--- src/rtl/rv32i_dec_pkg.sv ---
// Package for the RV32I instruction decoder: opcodes, flag positions,
// the decode result type and the helpers shared by the decoder modules.
// Depends on nothing.
package rv32i_dec_pkg;

  localparam int unsigned InstrWidth = 32;

  typedef enum logic [6:0] {
    OPC_LOAD   = 7'b0000011,
    OPC_OP_IMM = 7'b0010011,
    OPC_AUIPC  = 7'b0010111,
    OPC_STORE  = 7'b0100011,
    OPC_OP     = 7'b0110011,
    OPC_LUI    = 7'b0110111,
    OPC_BRANCH = 7'b1100011,
    OPC_JALR   = 7'b1100111,
    OPC_JAL    = 7'b1101111,
    OPC_SYSTEM = 7'b1110011
  } opcode_e;

  localparam logic [3:0] AluPassImm = 4'b1111;
  localparam logic [4:0] LinkReg    = 5'b00001;

  localparam logic [1:0] OpaRs1 = 2'd0;
  localparam logic [1:0] OpaPc  = 2'd1;

  // Bit positions within the control flag word
  localparam int unsigned FlagBranch   = 0;
  localparam int unsigned FlagJump     = 1;
  localparam int unsigned FlagMemWrite = 2;
  localparam int unsigned FlagOpbImm   = 3;
  localparam int unsigned FlagLink     = 4;
  localparam int unsigned FlagWbSel    = 5;
  localparam int unsigned FlagMemRead  = 6;
  localparam int unsigned FlagCsr      = 7;
  localparam int unsigned FlagIllegal  = 8;
  localparam int unsigned NumFlags     = 9;

  typedef struct packed {
    logic                  reg_write;
    logic [1:0]            operand_a_select;
    logic [3:0]            alu_function;
    logic [1:0]            mem_size_select;
    logic [2:0]            branch_func;
    logic [11:0]           csr_address;
    logic [4:0]            rs1_index;
    logic [4:0]            rs2_index;
    logic [4:0]            rd_index;
    logic [31:0]           immediate;
    logic [NumFlags-1:0]   control_flags;
    logic                  toggle;
  } dec_result_t;

  // Byte, half and word access codes; other widths keep the previous code
  function automatic logic [1:0] size_code(input logic [2:0] funct3,
                                           input logic [1:0] prev);
    logic [1:0] code;
    case (funct3)
      3'd0:    code = 2'd1;
      3'd1:    code = 2'd2;
      3'd2:    code = 2'd3;
      default: code = prev;
    endcase
    return code;
  endfunction

endpackage

--- src/rtl/rv32i_dec_in_stage.sv ---
// Input register of the RV32I decoder: holds one instruction request.
// Depends on rv32i_dec_pkg.
module rv32i_dec_in_stage (
  input  logic                                   clk_i,
  input  logic                                   rst_ni,
  input  logic                                   in_valid_i,
  output logic                                   in_stall_o,
  input  logic [rv32i_dec_pkg::InstrWidth-1:0]   instruction_i,
  input  logic                                   advance_i,
  output logic                                   valid_o,
  output logic [rv32i_dec_pkg::InstrWidth-1:0]   instruction_o
);
  import rv32i_dec_pkg::*;

  logic                  valid_q, valid_d;
  logic [InstrWidth-1:0] instr_q;
  logic                  take;

  // Free when empty or when the held request moves on this cycle
  assign in_stall_o = valid_q && !advance_i;
  assign take       = in_valid_i && !in_stall_o;

  always_comb begin
    valid_d = valid_q;
    if (take) begin
      valid_d = 1'b1;
    end else if (advance_i) begin
      valid_d = 1'b0;
    end
  end

  always_ff @(posedge clk_i or negedge rst_ni) begin
    if (!rst_ni) begin
      valid_q <= 1'b0;
    end else begin
      valid_q <= valid_d;
    end
  end

  always_ff @(posedge clk_i) begin
    if (take) begin
      instr_q <= instruction_i;
    end
  end

  assign valid_o       = valid_q;
  assign instruction_o = instr_q;

endmodule

--- src/rtl/rv32i_dec_logic.sv ---
// Combinational decode of one RV32I instruction against the held fields.
// Depends on rv32i_dec_pkg.
module rv32i_dec_logic (
  input  logic [rv32i_dec_pkg::InstrWidth-1:0] instruction_i,
  input  rv32i_dec_pkg::dec_result_t           prev_i,
  output rv32i_dec_pkg::dec_result_t           result_o
);
  import rv32i_dec_pkg::*;

  logic [6:0]  opc;
  logic [2:0]  f3;
  logic [4:0]  rd;
  logic [31:0] imm_i, imm_s, imm_b, imm_u, imm_j;

  assign opc = instruction_i[6:0];
  assign f3  = instruction_i[14:12];
  assign rd  = instruction_i[11:7];

  assign imm_i = {{20{instruction_i[31]}}, instruction_i[31:20]};
  assign imm_s = {{20{instruction_i[31]}}, instruction_i[31:25], instruction_i[11:7]};
  assign imm_b = {{19{instruction_i[31]}}, instruction_i[31], instruction_i[7],
                  instruction_i[30:25], instruction_i[11:8], 1'b0};
  assign imm_u = {instruction_i[31:12], 12'b0};
  assign imm_j = {{11{instruction_i[31]}}, instruction_i[31], instruction_i[19:12],
                  instruction_i[20], instruction_i[30:21], 1'b0};

  always_comb begin
    result_o                          = prev_i;
    result_o.reg_write                = 1'b0;
    result_o.branch_func              = 3'd0;
    result_o.rs1_index                = instruction_i[19:15];
    result_o.rs2_index                = 5'd0;
    result_o.control_flags            = '0;
    result_o.control_flags[FlagWbSel] = prev_i.control_flags[FlagWbSel];
    result_o.toggle                   = ~prev_i.toggle;

    case (opc)
      OPC_OP: begin
        result_o.reg_write                = 1'b1;
        result_o.rd_index                 = rd;
        result_o.alu_function             = {instruction_i[30], f3};
        result_o.operand_a_select         = OpaRs1;
        result_o.control_flags[FlagWbSel] = 1'b1;
        result_o.rs2_index                = instruction_i[24:20];
      end
      OPC_OP_IMM: begin
        result_o.reg_write                 = 1'b1;
        result_o.rd_index                  = rd;
        result_o.alu_function              = {1'b0, f3};
        result_o.operand_a_select          = OpaRs1;
        result_o.control_flags[FlagWbSel]  = 1'b1;
        result_o.immediate                 = imm_i;
        result_o.control_flags[FlagOpbImm] = 1'b1;
      end
      OPC_STORE: begin
        result_o.alu_function                = 4'd0;
        result_o.operand_a_select            = OpaRs1;
        result_o.mem_size_select             = size_code(f3, prev_i.mem_size_select);
        result_o.immediate                   = imm_s;
        result_o.rs2_index                   = instruction_i[24:20];
        result_o.control_flags[FlagMemWrite] = 1'b1;
        result_o.control_flags[FlagOpbImm]   = 1'b1;
      end
      OPC_LOAD: begin
        result_o.reg_write                  = 1'b1;
        result_o.rd_index                   = rd;
        result_o.alu_function               = 4'd0;
        result_o.operand_a_select           = OpaRs1;
        result_o.control_flags[FlagWbSel]   = 1'b0;
        result_o.mem_size_select            = size_code(f3, prev_i.mem_size_select);
        result_o.immediate                  = imm_i;
        result_o.control_flags[FlagMemRead] = 1'b1;
        result_o.control_flags[FlagOpbImm]  = 1'b1;
      end
      OPC_LUI: begin
        result_o.reg_write                 = 1'b1;
        result_o.rd_index                  = rd;
        result_o.alu_function              = AluPassImm;
        result_o.operand_a_select          = OpaPc;
        result_o.control_flags[FlagWbSel]  = 1'b1;
        result_o.immediate                 = imm_u;
        result_o.control_flags[FlagOpbImm] = 1'b1;
      end
      OPC_AUIPC: begin
        result_o.reg_write                 = 1'b1;
        result_o.rd_index                  = rd;
        result_o.alu_function              = 4'd0;
        result_o.operand_a_select          = OpaPc;
        result_o.immediate                 = imm_u;
        result_o.control_flags[FlagOpbImm] = 1'b1;
      end
      OPC_BRANCH: begin
        result_o.alu_function              = 4'd0;
        result_o.operand_a_select          = OpaPc;
        result_o.immediate                 = imm_b;
        result_o.rs2_index                 = instruction_i[24:20];
        result_o.branch_func               = f3;
        result_o.control_flags[FlagBranch] = 1'b1;
        result_o.control_flags[FlagOpbImm] = 1'b1;
      end
      OPC_JAL: begin
        result_o.reg_write                 = 1'b1;
        result_o.rd_index                  = (rd == 5'd0) ? LinkReg : rd;
        result_o.alu_function              = 4'd0;
        result_o.operand_a_select          = OpaPc;
        result_o.control_flags[FlagWbSel]  = 1'b1;
        result_o.immediate                 = imm_j;
        result_o.control_flags[FlagJump]   = 1'b1;
        result_o.control_flags[FlagLink]   = 1'b1;
        result_o.control_flags[FlagOpbImm] = 1'b1;
      end
      OPC_JALR: begin
        result_o.reg_write                 = 1'b1;
        result_o.rd_index                  = rd;
        result_o.alu_function              = 4'd0;
        result_o.operand_a_select          = OpaRs1;
        result_o.control_flags[FlagWbSel]  = 1'b1;
        result_o.immediate                 = imm_i;
        result_o.control_flags[FlagJump]   = 1'b1;
        result_o.control_flags[FlagLink]   = 1'b1;
        result_o.control_flags[FlagOpbImm] = 1'b1;
      end
      OPC_SYSTEM: begin
        result_o.reg_write              = (rd != 5'd0);
        result_o.rd_index               = rd;
        result_o.csr_address            = instruction_i[31:20];
        result_o.branch_func            = f3;
        result_o.control_flags[FlagCsr] = 1'b1;
      end
      default: begin
        result_o.control_flags[FlagIllegal] = 1'b1;
      end
    endcase
  end

endmodule

--- src/rtl/rv32i_instruction_decoder_core.sv ---
// RV32I instruction decoder core: input register, decode logic, result register.
// A taken request is held in the input register; its decode is loaded into the result register when it advances.
// Throughput: one instruction per cycle; the input stalls only while both registers
// are full and the result is held off. The result register also keeps the held fields.
// Reset: asynchronous, active low; empties both stages and clears held fields
// and the toggle to zero.
module rv32i_instruction_decoder_core (
  input  logic               clk_i,
  input  logic               rst_ni,
  // Request channel
  input  logic               in_valid_i,
  output logic               in_stall_o,
  input  logic [31:0]        instruction_i,
  // Result channel
  output logic               out_valid_o,
  input  logic               out_stall_i,
  output logic               reg_write_o,
  output logic [1:0]         operand_a_select_o,
  output logic [3:0]         alu_function_o,
  output logic [1:0]         mem_size_select_o,
  output logic [2:0]         branch_func_o,
  output logic [11:0]        csr_address_o,
  output logic [4:0]         rs1_index_o,
  output logic [4:0]         rs2_index_o,
  output logic [4:0]         rd_index_o,
  output logic signed [31:0] immediate_o,
  output logic [8:0]         control_flags_o,
  output logic               toggle_o
);
  import rv32i_dec_pkg::*;

  logic                  stage_valid;
  logic [InstrWidth-1:0] stage_instr;
  logic                  advance;
  logic                  out_valid_q, out_valid_d;
  dec_result_t           res_q, res_d;

  // Move the held request into the result register whenever the result slot
  // is empty or its current result is being taken this cycle.
  assign advance = stage_valid && (!out_valid_q || !out_stall_i);

  rv32i_dec_in_stage u_in_stage (
    .clk_i         (clk_i),
    .rst_ni        (rst_ni),
    .in_valid_i    (in_valid_i),
    .in_stall_o    (in_stall_o),
    .instruction_i (instruction_i),
    .advance_i     (advance),
    .valid_o       (stage_valid),
    .instruction_o (stage_instr)
  );

  // Decode against the result register, which carries the held fields
  rv32i_dec_logic u_logic (
    .instruction_i (stage_instr),
    .prev_i        (res_q),
    .result_o      (res_d)
  );

  always_comb begin
    out_valid_d = out_valid_q;
    if (advance) begin
      out_valid_d = 1'b1;
    end else if (!out_stall_i) begin
      out_valid_d = 1'b0;
    end
  end

  // Result register: reset clears it because it also holds decoder state
  always_ff @(posedge clk_i or negedge rst_ni) begin
    if (!rst_ni) begin
      out_valid_q <= 1'b0;
      res_q       <= '0;
    end else begin
      out_valid_q <= out_valid_d;
      if (advance) begin
        res_q <= res_d;
      end
    end
  end

  assign out_valid_o        = out_valid_q;
  assign reg_write_o        = res_q.reg_write;
  assign operand_a_select_o = res_q.operand_a_select;
  assign alu_function_o     = res_q.alu_function;
  assign mem_size_select_o  = res_q.mem_size_select;
  assign branch_func_o      = res_q.branch_func;
  assign csr_address_o      = res_q.csr_address;
  assign rs1_index_o        = res_q.rs1_index;
  assign rs2_index_o        = res_q.rs2_index;
  assign rd_index_o         = res_q.rd_index;
  assign immediate_o        = $signed(res_q.immediate);
  assign control_flags_o    = res_q.control_flags;
  assign toggle_o           = res_q.toggle;

endmodule
--- config.mk ---
export PLATFORM = sky130hd
export DESIGN_NAME = rv32i_instruction_decoder_core
export DESIGN_NICKNAME = d
export VERILOG_FILES = /design/src/rtl/rv32i_dec_pkg.sv /design/src/rtl/rv32i_dec_in_stage.sv /design/src/rtl/rv32i_dec_logic.sv /design/src/rtl/rv32i_instruction_decoder_core.sv
export SDC_FILE = /design/constraint.sdc
export NUM_CORES = 1
export LEC_CHECK = 0
export BUFFER_PORTS_ARGS = -buffer_cell sky130_fd_sc_hd__clkbuf_2
export CORE_UTILIZATION = 53
export DETAILED_ROUTE_END_ITERATION = 6
export HOLD_SLACK_MARGIN = 0.12
export PLACE_DENSITY_LB_ADDON = 0.05
export SYNTH_ARGS = -nofsm -noshare
export SYNTH_HDL_FRONTEND = slang
export SYNTH_SLANG_ARGS = --single-unit
--- constraint.sdc ---
create_clock -name clk_i -period 2.52 [get_ports clk_i]
set_clock_uncertainty 0.15 [all_clocks]
set_input_delay 0.126 -clock clk_i [delete_from_list [all_inputs] [get_ports clk_i]]
set_output_delay 0.126 -clock clk_i [all_outputs]
set_load 0.01 [all_outputs]
Yosys cells after proc, flatten, opt, wreduce, memory -nomap -nowiden
Index checks and enable logic that the tools add are counted.

cells by class
  bitwise logic cells = 1
  shifts and indexed selects = 0
  mux-type cells = 20
  add/subtract/negate cells = 0
  equal/unequal tests = 13
  multiply operators = 0
  magnitude comparators = 0
  reduce and logical (&&, ||, !) cells = 36
  div/mod/pow operators = 0

operator list
  cell                                                 number
  one-hot mux 32 bit (5 select lines)                  1
  one-hot mux 6 bit (5 select lines)                   1
  equality test 7 bit, second input constant           4
  equality test 7 x 6 -> 1 bit, second input constant  3
  nonzero test 5 bit                                   3
  equality test 7 x 5 -> 1 bit, second input constant  2
  OR reduction 7 bit                                   2
  OR reduction 3 bit                                   4
  two-way mux 1 bit                                    11
  two-way mux 5 bit                                    2
  one-hot mux 5 bit (2 select lines)                   1
  AND reduction 2 bit                                  5
  OR reduction 10 bit                                  1
  OR reduction 2 bit                                   4
  OR reduction 8 bit                                   1
  equality test 7 x 2 -> 1 bit, second input constant  1
  one-hot mux 2 bit (3 select lines)                   1
  nonzero test 2 bit                                   3
  zero test 5 bit                                      1
  OR reduction 5 bit                                   1
  zero test 1 bit                                      4
  one-hot mux 1 bit (2 select lines)                   2
  equality test 3 x 1 -> 1 bit, second input constant  1
  equality test 3 x 2 -> 1 bit, second input constant  1
  other kinds (8)                                      10

storage, ports and cells
  latch bits = 0
  bits in registers = 115
  word-level logic and storage cells = 86
  memories = 0
  ROM bits = 0
  output and inout port bits = 83
  RAM bits = 0

Logic depth before layout (Yosys ltp)
  depth in word-level cells = 8
  depth in mapped cells = 7
  mapped depth without buffers = 5

Hierarchy
From an unflattened synthesis, not the netlist that was laid out.

unflattened totals
  cell total of the unflattened synthesis = 378
  area, all modules = 5,763.0 sq um

by module, submodules not included
  module                          instances  area an instance (sq um)  sequential area each (sq um)  cells an instance
  rv32i_instruction_decoder_core  1          3,468.3                   2,052.0                       174
  rv32i_dec_logic                 1          1,276.2                   0.0                           167
  rv32i_dec_in_stage              1          1,018.5                   985.9                         37

Worst setup path before layout
OpenSTA, ideal clock, no wires.

  path type = reg2reg
  start point = register u_in_stage.instr_q[2] (netlist: u_in_stage.instruction_o[2])
  end point = register res_q, in the netlist mem_size_select_o[1]
  setup slack = 0.580 ns
  arrival = 1.671 ns
  required time = 2.251 ns
  cell stages (with the launch flop) = 6
  cells stage by stage = edfxtp_1 and4bb_2 nand2_1 or4_4 or3_1 o21a_1

between the ends
  word-level cells in the longest chain between the ends = 3
  elaborated cells between the ends (all ways) = 4
  classes of those cells = eq/ne (2); reduce/logical (2)

RTL lines
  what                                                                                 line                                  RTL
  start, declared                                                                      rv32i_dec_in_stage.sv:16              logic [InstrWidth-1:0] instr_q;
  start signal, assigned                                                               rv32i_dec_in_stage.sv:42              instr_q <= instruction_i;
  equality test 7 x 6 -> 1 bit / equality test 7 x 2 -> 1 bit (equally long branches)  rv32i_dec_logic.sv:37                 case (opc)
  OR reduction 2 bit (no line) *                                                       -
  AND reduction 3 bit (no line) *                                                      -
  end signal, assigned                                                                 rv32i_instruction_decoder_core.sv:77  res_q <= res_d;
  end, declared                                                                        rv32i_instruction_decoder_core.sv:36  dec_result_t res_q, res_d;

Every way passes the cells marked *; elsewhere a longest branch is shown, timed or not.
A chain may end at the register's enable or synchronous reset.

Worst setup path after layout
  start point = register u_in_stage.instr_q[5] (netlist: u_in_stage.instruction_o[5])
  end point = register res_q, in the netlist immediate_o[11]

between the ends
  word-level cells in the longest chain between the ends = 4
  elaborated cells between the ends (all ways) = 13
  classes of those cells = eq/ne (8); mux (1); reduce/logical (4)

RTL lines
  what                                                                       line
  equality test 7 x 5 -> 1 bit (tied with other cells)                       rv32i_dec_logic.sv:37
  OR reduction 3 bit (no line) / OR reduction 2 bit (equally long branches)  -
  nonzero test 5 bit (no line)                                               -
  AND reduction 2 bit (no line)                                              -

Parallel ways exist; a longest one is shown, timed or not. The select of a mux whose other input is x is not followed.

==> flow_metrics.env <==
export IMPL_status="complete, no violations"
export IMPL_clockBufferDepth=2
export IMPL_rr_worst_depth=6
export IMPL_rows=33
export IMPL_synthAdderAreaFrac_pct=0
export IMPL_ioPinCount=119
export IMPL_worstPathCellList="nand4b_1 -> o22a_2 -> a21oi_4 -> buf_4 -> nor2_1 -> a31oi_1"
export IMPL_diodes=0
export IMPL_drv_slew=0
export IMPL_slew_headroom_pct=55.6
export IMPL_synth_compound_area_share_pct=14.0
export IMPL_synth_top_family_by_area="compound AO/OA/AOI/OAI gates"
export IMPL_io_buffers=117
export IMPL_ys_types=50
export IMPL_postPlaceCellArea_um2=5360
export IMPL_netlist_area_leader_share_pct=43.9
export IMPL_area_growth_pct=35.3
export IMPL_synth_area_top_cells="dfrtp_1, edfxtp_1, mux2_2"
export IMPL_ff2ff_setup_slack_ns=0.16
export IMPL_grt_max_degree=53
export IMPL_start_kind="flop"
export IMPL_hold_start="instruction_i[21]"
export IMPL_ys_top_cells_by_count="dfrtp_1, nand2_1, edfxtp_1, a21oi_1, nor2_1"
export IMPL_min_period_ns=2.36
export IMPL_p_leak_nw=2.90
export IMPL_cts_resized_gates=0
export IMPL_synthSimpleGateAreaFrac_pct=12.4
export IMPL_numClockSinks=113
export IMPL_place_hpwl_um=7430
export IMPL_ys_seq_area_share_pct=64.7
export IMPL_cap_violations=0
export IMPL_yosysWarnings=0
export IMPL_whs_endpoint="u_in_stage.instruction_o[21]"
export IMPL_synth_edff_count=32
export IMPL_drtIter0Drc=185
export IMPL_tns_ns=0
export IMPL_synth_flop_cell="dfrtp_1"
export IMPL_r2r_end="immediate_o[11]"
export IMPL_die_area_um2=9090
export IMPL_cp_slowest_cell="edfxtp_1"
export IMPL_cts_hold_buf=37
export IMPL_syn_area_um2=4620
export IMPL_crit_fanout=33
export IMPL_clk_root_buffer_cell="clkbuf_8"
export IMPL_power_total_mw=5.57
export IMPL_synth_area_mux_share_pct=5.58
export IMPL_numCtsBuffers=17
export IMPL_clkTransAtPathRegs_ns=0.06
export IMPL_fillCellCount=589
export IMPL_postCtsSetupBuffers=0
export IMPL_synth_most_common_cell="dfrtp_1"
export IMPL_die_x_um=95.4
export IMPL_syn_nets=427
export IMPL_ys_ff_latch=113
export IMPL_place_gp_congestion=0.908
export IMPL_p_per_area_nw_per_um2=891
export IMPL_vias_per_cell=5.59
export IMPL_routedWlPerCell_um=17.1
export IMPL_hold_path_cell_count=2
export IMPL_start_util_pct=55.4
export IMPL_core_area_um2=8340
export IMPL_rsz0062_at_grt="no"
export IMPL_routed_wl_um=11600
export IMPL_crit_arrival_ns=2.63
export IMPL_track_usage_pct=27.3
export IMPL_dieHeight_um=95.4
export IMPL_hold_viol=0
export IMPL_final_util_pct=75.0
export IMPL_hold_path_class="in2reg"
export IMPL_fin_area_um2=6250
export IMPL_async_flop_share_pct=71.7
export IMPL_ir_drop_v=0.000713
export IMPL_layout_drive_gt1_share_pct=34.3
export IMPL_vias=3787
export IMPL_grt_ovfl_total=0
export IMPL_cp_slowest_stage_delay_ns=0.65
export IMPL_drc=0
export IMPL_critPathCaptureType="flop"
export IMPL_ant_nets=0
export IMPL_syn_inst=391
export IMPL_grt_pass1_wl_um=18100
export IMPL_worstPathRequired_ns=2.80
export IMPL_syn_area_per_cell_um2=11.8
export IMPL_htree_levels=4
export IMPL_synth_top_area_cell="dfrtp_1"
export IMPL_antenna_found_initial=0
export IMPL_critical_path_class="reg2reg"
export IMPL_fin_crit_sh_pct=93.6
export IMPL_synth_xor_area_share_pct=0.190
export IMPL_r2r_start="u_in_stage.instruction_o[5]"
export IMPL_setup_viol=0
export IMPL_worst_slew_pin_slew_ns=0.665
export IMPL_grt_pass1_vias=3652
export IMPL_finalNetCount=595
export IMPL_fmax_mhz=424
export IMPL_clk_latency_ns=0.52
export IMPL_firstDrtPassIters=5
export IMPL_cts_tree="yes"
cell families (layout without fill, tap and decap cells):
logic type,after synthesis,in the layout
xor gates and xnor gates,1,1
AOI/OAI and AO/OA,99,99
other,1,1
and+or+nand+nor,122,122
muxes,23,23
DFF,113,113
buffers and inverters,32,213
cells in the final DEF, fill, tap and decap left out, types with 3 or more instances in the layout:
cell type      count
nand2b_1           4
clkbuf_1           3
dlygate4sd3_1     37
nand2_1           55
buf_4             17
mux2_2            22
dfrtp_1           81
nor2_1            26
o31ai_1            3
o21ai_0           20
clkinv_2           4
o22ai_1           11
clkinvlp_4         3
inv_1             11
a21o_1             3
a22o_1             6
nor3b_1            4
a31oi_1           11
nand3_1           16
edfxtp_1          32
clkbuf_2         116
clkbuf_16         16
clkbuf_8           4
a21oi_1           28
metal layers:
layer,global-route usage [%],wire (um),vias to the layer above
li1,-,-,1751
met1,34.5,4880,1852
met2,44.5,5830,155
met3,6.62,613,29
met4,12.2,227,0
met5,0,0,-
worst max-delay path: cells and delay by family (launching register included):
| kind | cells | cell delay [ns] |
|---|---|---|
| buffers and inverters | 1 | 0.33 |
| and+or+nand+nor | 2 | 0.41 |
| AOI/OAI and AO/OA | 3 | 0.73 |
| DFF | 1 | 0.65 |
power by group:
group	switching (mW)	total (mW)	internal, mW
sequential	0.229	2.47	2.24
clock	0.804	2.08	1.28
combinational	0.538	1.02	0.483
total	1.57	5.57	4.00
area by class of cell:
class,count,area [um^2],share of cell area (%)
Clock buffer,23,467,7.46
Inverter,11,41.3,0.660
Sequential cell,113,2990,47.8
Multi-Input combinational cell,246,1490,23.8
Tap cell,105,131,2.10
Timing Repair Buffer,170,1080,17.3
Clock inverter,9,60.1,0.961
sequential cells by signal, indices dropped and copies added (netlist names):
| signal | count |
|---|---|
| control_flags_o | 8 |
| mem_size_select_o | 2 |
| branch_func_o | 3 |
| rs2_index_o | 5 |
| toggle_o | 1 |
| u_in_stage.instruction_o | 32 |
| out_valid_o | 1 |
| rd_index_o | 5 |
| u_in_stage.valid_o | 1 |
| immediate_o | 32 |
| operand_a_select_o | 1 |
| rs1_index_o | 5 |
| reg_write_o | 1 |
| csr_address_o | 12 |
| alu_function_o | 4 |
stage by stage:
stage                     hold slack [ns]  std cells  setup slack [ns]
after global routing                0.162        677            0.0700
final                               0.173        677             0.162
after floorplan                    -0.320        391             0.580
after global placement             0.0557        608             0.378
after CTS                           0.157        677             0.222
after detailed placement           0.0590        608             0.289
worst max path at each step:
stage                                            from              endpoint  depth (start not counted)
after floorplan           u_in_stage.instruction_o[2]  mem_size_select_o[1]                          5
after global placement    u_in_stage.instruction_o[3]  mem_size_select_o[1]                          5
after detailed placement  u_in_stage.instruction_o[4]       immediate_o[19]                          6
after CTS                 u_in_stage.instruction_o[5]       immediate_o[11]                          6
after global routing      u_in_stage.instruction_o[5]       immediate_o[12]                          6
final                     u_in_stage.instruction_o[5]       immediate_o[11]                          6
(Power assumes the default switching activity.)
